File: src/rtl/tcf_pkg.sv
package tcf_pkg;

   // telnet command codes
   localparam logic [7:0] CODE_IAC  = 8'd255;
   localparam logic [7:0] CODE_WILL = 8'd251;
   localparam logic [7:0] CODE_WONT = 8'd252;
   localparam logic [7:0] CODE_DO   = 8'd253;
   localparam logic [7:0] CODE_DONT = 8'd254;

   // options that are left alone
   localparam logic [7:0] OPT_BINARY = 8'd0;
   localparam logic [7:0] OPT_ECHO   = 8'd1;
   localparam logic [7:0] OPT_SGA    = 8'd3;

   // action queue between front and back, depth a power of two
   localparam int QUEUE_DEPTH = 4;
   localparam int QUEUE_PTR_W = $clog2(QUEUE_DEPTH);
   localparam int QUEUE_CNT_W = QUEUE_PTR_W + 1;

   // refusal bursts are three bytes
   localparam int               SEQ_W    = 2;
   localparam logic [SEQ_W-1:0] SEQ_IAC  = 2'd0;
   localparam logic [SEQ_W-1:0] SEQ_CODE = 2'd1;
   localparam logic [SEQ_W-1:0] SEQ_OPT  = 2'd2;

   // one unit of work for the back end
   typedef struct packed {
      logic       is_refusal;  // 0: one data byte, 1: three-byte refusal
      logic [7:0] value;       // data byte, or option being refused
      logic [7:0] reply_code;  // DONT or WONT for a refusal
   } action_type;

endpackage

File: src/rtl/telnet_command_filter.sv
// channel   | ports                                     | transaction when
// ----------+-------------------------------------------+------------------------------
// request   | req_push, req_full, req_rx_byte           | req_push && !req_full
// response  | rsp_empty, rsp_pop, rsp_dest,             | rsp_pop && !rsp_empty
//           | rsp_out_byte, rsp_last                    |
//
// one request byte per cycle while req_full is low; a refusal is three bytes from the
// back end; it drains the action queue one output byte per cycle when rsp_pop is high
// a result reaches the response ports through the action queue and the output register
// req_full follows the action queue (four entries) being full
// synchronous active-high reset clears parse state, queue, refusal sequence and output valid flag
// the front end keeps taking bytes while the response side stalls until the queue fills
module telnet_command_filter (
   input  logic       clock,
   input  logic       reset,
   input  logic       req_push,
   output logic       req_full,
   input  logic [7:0] req_rx_byte,
   output logic       rsp_empty,
   input  logic       rsp_pop,
   output logic       rsp_dest,
   output logic [7:0] rsp_out_byte,
   output logic       rsp_last
);

   logic                accept;
   logic                act_valid;
   tcf_pkg::action_type act;
   tcf_pkg::action_type head;
   logic                q_empty;
   logic                head_pop;

   // a byte is taken whenever the queue has room, even if it yields no action
   assign accept = req_push && !req_full;

   // parse state machine and classification
   tcf_front u_front (
      .clock     (clock),
      .reset     (reset),
      .accept    (accept),
      .rx_byte   (req_rx_byte),
      .act_valid (act_valid),
      .act       (act)
   );

   // decouples parsing from output sequencing
   tcf_queue u_queue (
      .clock     (clock),
      .reset     (reset),
      .push      (accept && act_valid),
      .push_data (act),
      .full      (req_full),
      .pop       (head_pop),
      .pop_data  (head),
      .empty     (q_empty)
   );

   // expands actions into response bytes through an output register
   tcf_back u_back (
      .clock      (clock),
      .reset      (reset),
      .head_valid (!q_empty),
      .head       (head),
      .head_pop   (head_pop),
      .out_empty  (rsp_empty),
      .out_pop    (rsp_pop),
      .out_dest   (rsp_dest),
      .out_byte   (rsp_out_byte),
      .out_last   (rsp_last)
   );

endmodule

File: src/rtl/tcf_front.sv
module tcf_front (
   input  logic                clock,
   input  logic                reset,
   input  logic                accept,
   input  logic [7:0]          rx_byte,
   output logic                act_valid,
   output tcf_pkg::action_type act
);

   localparam logic [2:0] PS_NORMAL = 3'd0;
   localparam logic [2:0] PS_IAC    = 3'd1;
   localparam logic [2:0] PS_WILL   = 3'd2;
   localparam logic [2:0] PS_WONT   = 3'd3;
   localparam logic [2:0] PS_DO     = 3'd4;
   localparam logic [2:0] PS_DONT   = 3'd5;

   logic [2:0] state_ff;
   logic [2:0] state_in;
   logic       opt_ok;

   assign opt_ok = rx_byte inside {tcf_pkg::OPT_BINARY, tcf_pkg::OPT_ECHO, tcf_pkg::OPT_SGA};

   always_comb begin
      state_in       = PS_NORMAL;
      act_valid      = 1'b0;
      act.is_refusal = 1'b0;
      act.value      = rx_byte;
      act.reply_code = tcf_pkg::CODE_DONT;
      case (state_ff)
         PS_NORMAL: begin
            if (rx_byte == tcf_pkg::CODE_IAC) begin
               state_in = PS_IAC;
            end else begin
               act_valid = 1'b1;
            end
         end
         PS_IAC: begin
            case (rx_byte)
               tcf_pkg::CODE_IAC:  act_valid = 1'b1;
               tcf_pkg::CODE_WILL: state_in  = PS_WILL;
               tcf_pkg::CODE_WONT: state_in  = PS_WONT;
               tcf_pkg::CODE_DO:   state_in  = PS_DO;
               tcf_pkg::CODE_DONT: state_in  = PS_DONT;
               default:            state_in  = PS_NORMAL;
            endcase
         end
         PS_WILL: begin
            act_valid      = !opt_ok;
            act.is_refusal = 1'b1;
            act.reply_code = tcf_pkg::CODE_DONT;
         end
         PS_DO: begin
            act_valid      = !opt_ok;
            act.is_refusal = 1'b1;
            act.reply_code = tcf_pkg::CODE_WONT;
         end
         default: begin
            // option after wont/dont and unused codes: swallowed
            state_in = PS_NORMAL;
         end
      endcase
   end

   always_ff @(posedge clock) begin
      if (reset) begin
         state_ff <= PS_NORMAL;
      end else if (accept) begin
         state_ff <= state_in;
      end
   end

endmodule

File: src/rtl/tcf_queue.sv
module tcf_queue (
   input  logic                clock,
   input  logic                reset,
   input  logic                push,
   input  tcf_pkg::action_type push_data,
   output logic                full,
   input  logic                pop,
   output tcf_pkg::action_type pop_data,
   output logic                empty
);

   tcf_pkg::action_type                mem_ff [tcf_pkg::QUEUE_DEPTH];
   logic [tcf_pkg::QUEUE_PTR_W-1:0]    wr_ptr_ff;
   logic [tcf_pkg::QUEUE_PTR_W-1:0]    rd_ptr_ff;
   logic [tcf_pkg::QUEUE_CNT_W-1:0]    count_ff;
   logic                               do_push;
   logic                               do_pop;

   assign full     = count_ff == tcf_pkg::QUEUE_CNT_W'(tcf_pkg::QUEUE_DEPTH);
   assign empty    = count_ff == '0;
   assign do_push  = push && !full;
   assign do_pop   = pop && !empty;
   assign pop_data = mem_ff[rd_ptr_ff];

   always_ff @(posedge clock) begin
      if (do_push) begin
         mem_ff[wr_ptr_ff] <= push_data;
      end
   end

   always_ff @(posedge clock) begin
      if (reset) begin
         wr_ptr_ff <= '0;
         rd_ptr_ff <= '0;
         count_ff  <= '0;
      end else begin
         if (do_push) begin
            wr_ptr_ff <= wr_ptr_ff + 1'b1;
         end
         if (do_pop) begin
            rd_ptr_ff <= rd_ptr_ff + 1'b1;
         end
         if (do_push && !do_pop) begin
            count_ff <= count_ff + 1'b1;
         end else if (do_pop && !do_push) begin
            count_ff <= count_ff - 1'b1;
         end
      end
   end

endmodule

File: src/rtl/tcf_back.sv
module tcf_back (
   input  logic                clock,
   input  logic                reset,
   input  logic                head_valid,
   input  tcf_pkg::action_type head,
   output logic                head_pop,
   output logic                out_empty,
   input  logic                out_pop,
   output logic                out_dest,
   output logic [7:0]          out_byte,
   output logic                out_last
);

   logic [tcf_pkg::SEQ_W-1:0] seq_ff;
   logic                      out_valid_ff;
   logic                      dest_ff;
   logic [7:0]                byte_ff;
   logic                      last_ff;
   logic                      load;
   logic                      dest_in;
   logic [7:0]                byte_in;
   logic                      last_in;

   assign load     = head_valid && (!out_valid_ff || out_pop);
   assign head_pop = load && (!head.is_refusal || seq_ff == tcf_pkg::SEQ_OPT);

   always_comb begin
      dest_in = head.is_refusal;
      byte_in = head.value;
      last_in = 1'b1;
      if (head.is_refusal) begin
         case (seq_ff)
            tcf_pkg::SEQ_IAC: begin
               byte_in = tcf_pkg::CODE_IAC;
               last_in = 1'b0;
            end
            tcf_pkg::SEQ_CODE: begin
               byte_in = head.reply_code;
               last_in = 1'b0;
            end
            default: begin
               byte_in = head.value;
               last_in = 1'b1;
            end
         endcase
      end
   end

   always_ff @(posedge clock) begin
      if (reset) begin
         seq_ff       <= tcf_pkg::SEQ_IAC;
         out_valid_ff <= 1'b0;
      end else begin
         if (load) begin
            out_valid_ff <= 1'b1;
            seq_ff       <= head_pop ? tcf_pkg::SEQ_IAC : seq_ff + 1'b1;
         end else if (out_pop) begin
            out_valid_ff <= 1'b0;
         end
      end
   end

   always_ff @(posedge clock) begin
      if (load) begin
         dest_ff <= dest_in;
         byte_ff <= byte_in;
         last_ff <= last_in;
      end
   end

   assign out_empty = !out_valid_ff;
   assign out_dest  = dest_ff;
   assign out_byte  = byte_ff;
   assign out_last  = last_ff;

endmodule

File: config.mk
export PLATFORM = sky130hd
export DESIGN_NAME = telnet_command_filter
export DESIGN_NICKNAME = d
export VERILOG_FILES = /design/src/rtl/tcf_pkg.sv /design/src/rtl/telnet_command_filter.sv /design/src/rtl/tcf_front.sv /design/src/rtl/tcf_queue.sv /design/src/rtl/tcf_back.sv
export SDC_FILE = /design/constraint.sdc
export NUM_CORES = 1
export LEC_CHECK = 0
export BUFFER_PORTS_ARGS = -buffer_cell sky130_fd_sc_hd__buf_4
export CORE_AREA = 4 4 69 134
export CTS_BUF_LIST = sky130_fd_sc_hd__clkbuf_8
export DETAILED_ROUTE_END_ITERATION = 10
export DIE_AREA = 0 0 73 138
export PLACE_DENSITY_LB_ADDON = 0.1
export SETUP_SLACK_MARGIN = 0.02
export SYNTH_ARGS = -nofsm -noshare
export SYNTH_HDL_FRONTEND = slang
export SYNTH_HIERARCHICAL = 1
export SYNTH_SLANG_ARGS = --single-unit
File: constraint.sdc
create_clock -name clock -period 3.4 [get_ports clock]
set_input_delay 0.51 -clock clock [delete_from_list [all_inputs] [get_ports clock]]
set_output_delay 0.51 -clock clock [all_outputs]
set_load 0.03 [all_outputs]
==> summary.md <==
| Metric | Value |
|---|---|
| Status | `complete, no violations` |
| GR Overflow Total | `0` |
| Critical path type | `reg -> reg` |
| Sequential-to-total area share from yosys stat | `66.2%` |
| Setup TNS | `0 ns` |
| Antenna-violating nets left | `0` |
| Asr flop ratio synth | `0%` |
| Crit end category | `flip-flop` |
| H-tree levels | `3` |
| Post-Syn Instances | `around 250` |
| Mapped cell area | `roughly 4000 um2` |
| Fmax | `~360 MHz` |
| Setup Skew | `0.00740 ns` |
| Postcts setup bufs | `0` |
| N_diodes | `0` |
| Clock network power share | `21.4%` |
| Total GRT Usage | `approximately 15%` |
| Post-route cell area | `around 4400 um2` |
| HPWL after DPL | `4.62 mm` |
| Share of cells above drive strength 1 | `about 25%` |
| Total CTS buffers | `9` |
| # hold bufs at CTS | `0` |
| Final core occ | `52.6%` |
| CTS tree | `yes` |
| CP max-delay cell | `dfxtp_1` |
| Vias in the first global route | `2133` |
| Die Area | `10100 um2` |
| Pint | `2.28 mW` |
| WL/cell | `roughly 18 um` |
| Starting DRT DRC Count | `160` |
| Worst VDD drop | `between 0.4 and 0.5 mV` |
| Share of power burned in combinational logic | `31.4%` |
| Number of port buffers | `23` |
| Final worst path period share | `a little over 80%` |
| Post-synth EDFFs | `78` |
| Critical path arrival | `3.10 ns` |
| Pin count of the biggest net entering global routing | `18` |
| HP Class | `in -> reg` |
| Root buffer cell | `clkbuf_8` |
| Commonest non-fill, non-tap cells in the layout | `edfxtp_1, buf_4, nor2_1` |
| CP peak stage delay | `0.37 ns` |
| Dpl cells | `roughly 360` |
| Post-placement worst setup slack | `0.263 ns` |
| Fin cells | `between 300 and 400` |
| Share of the synthesized area in the top cell type | `roughly three fifths` |
| Required @ worst endpoint | `roughly 3.7 ns` |
| Core area | `8290 um2` |
| Area contributors post-synth | `edfxtp_1, mux4_2, dfxtp_1` |
| Vias | `1983` |
| Minimum clock period | `about 2.8 ns` |
| Resized cells post-CTS | `0` |
| Worst slew margin | `between 40% and 50%` |
| Switch Pwr | `1.08 mW` |
| Total Wirelength | `between 6 and 7 mm` |
| Via density | `approximately 5.2` |
| Crit-path cells | `nand4b_4 > nor4_4 > nand2_1 > nand2_1 > and3b_1 > inv_1 > nor2_2 > ha_1 > inv_1 > fa_1 > xor2_1 > or3_1 > a21oi_1` |
| Mean Syn Cell Area | `15.8 um2` |
| Final WS setup | `~0.59 ns` |
| Final setup vio count | `0` |
| Drt drc | `0` |
| Fin nets | `slightly below 300` |
| Leakage | `between 1.5 and 2 nW` |
| Initial antenna violation count | `0` |
| Most common cell after layout, fill and taps aside | `edfxtp_1` |
| PD cells | `771 nW/um2` |
| GP Congestion | `a little over 0.7` |
| First-pass GRT wire length | `10.7 mm` |
| Max-cap violations | `0` |
| Distinct cells, synth | `44` |
| Width of the chip | `between 70 and 80 um` |
| Post-DP Area | `4170 um2` |
| Clock tree buffer depth | `2` |
| Site row count | `between 40 and 50` |
| Least-Margin Pin Slew | `about 0.86 ns` |
| IO Count | `24` |
| Initial core utilization | `48.2%` |
| Net Sw Frac | `32.2%` |
| Synth area leader | `edfxtp_1` |
| Synthesized flop and latch total | `between 90 and 100` |
| Pins Over Slew Limit | `0` |
| CTS sink count | `between 90 and 100` |
| Crit Path Max Fanout | `6` |
| DR pass1 iterations | `4` |
| Final hold violations | `0` |
| Top_reg_cell synth | `edfxtp_1` |
| RSZ-0062 raised after global routing | `no` |
| Worst-path clk slew | `about 0.09 ns` |
| Die height | `138 um` |
| Yosys Warn Count | `6` |
| Skew-Pair Late Insertion Delay | `about 0.35 ns` |
| P&R area growth vs syn | `9.34%` |
| Reg power frac | `a little under half` |
| CP Launch Type | `flip-flop` |
[power groups by stage]
stage	Sequential [mW]	Clock [mW]	Combinational, mW
detailed placement	1.62	0	1.09
CTS	1.59	0.745	1.09
floorplan	1.73	0	0.715
global route	1.61	0.805	1.18
global placement	1.61	0	1.08
finish	1.59	0.721	1.06
[Yosys cell counts (all sizes together), types with 2 or more instances]
master	number
xor2	5
clkbuf	2
nor2b	3
dfxtp	15
nand4	4
and2	4
nor4	2
buf	21
o21ai	14
or3	2
nand2	14
nand2b	6
conb	2
mux2i	2
nor3	3
edfxtp	78
ha	8
inv	9
nor2	19
mux4	17
a21oi	8
[logic make-up after synthesis]
| family | Yosys count | synth area share, % |
|---|---|---|
| compound gates | 28 | 4.61 |
| other cells | 2 | 0.188 |
| xor+xnor | 6 | 1.32 |
| flops | 93 | 66.2 |
| fa+ha+maj | 9 | 3.01 |
| mux | 19 | 10.1 |
| simple gates | 64 | 9.12 |
| buf+inv | 32 | 5.48 |
[state kept, by name, indices dropped and copies added (netlist names), named ones only]
| signal | count |
|---|---|
| u_queue/rd_ptr_ff | 2 |
| u_queue/count_ff | 3 |
| u_back/out_dest | 1 |
| u_queue/wr_ptr_ff | 2 |
| u_back/out_last | 1 |
| u_queue/mem_ff | 68 |
| u_back/out_byte | 8 |
| u_front/state_ff | 3 |
| u_back/out_valid_ff | 1 |
| u_back/seq_ff | 2 |
[layout make-up]
class,instances,area [um2]
clock inverter,7,75.1
multi-input combinational,133,1150
sequential,93,2640
fill,710,3930
inverter,9,33.8
timing repair buffer,29,218
tap,98,123
clock buffer,9,124
[metrics by stage]
stage / total power, mW / hold WS (ns)
floorplan: 2.44 / 0.460
global placement: 2.70 / 0.497
detailed placement: 2.71 / 0.499
CTS: 3.43 / 0.359
global route: 3.59 / 0.363
finish: 3.37 / 0.377
[layer usage]
layer | up-vias | global-route usage, % | share of wire (%)
met3 | 9 | 3.27 | 3.0
met4 | 0 | 6.42 | 1.9
met2 | 31 | 25.9 | 57
li1 | 966 | - | -
met5 | - | 0 | 0
met1 | 977 | 16.1 | 38
[worst paths after layout]
check,start,end,slack (ns),cells past startpoint
setup / recovery,u_front/state_ff[2],u_queue/count_ff[2],0.59,13
hold / removal,req_rx_byte[6],u_queue/mem_ff[1][14],0.38,1
setup reg to reg,u_front/state_ff[2],u_queue/count_ff[2],0.59,13
hold reg to reg,u_back/seq_ff[0],u_back/seq_ff[0],0.51,2
[worst max-delay path, delay by kind of cell, from the launching register on]
kind	cells	cell delay, ns
buffers and inverters	2	0.12
AO/OA/AOI/OAI	1	0.14
flip-flops	1	0.37
AND/OR/NAND/NOR	7	1.38
adder cells (fa/ha/maj)	2	0.59
XOR/XNOR	1	0.16
(Power assumes the default switching activity.)
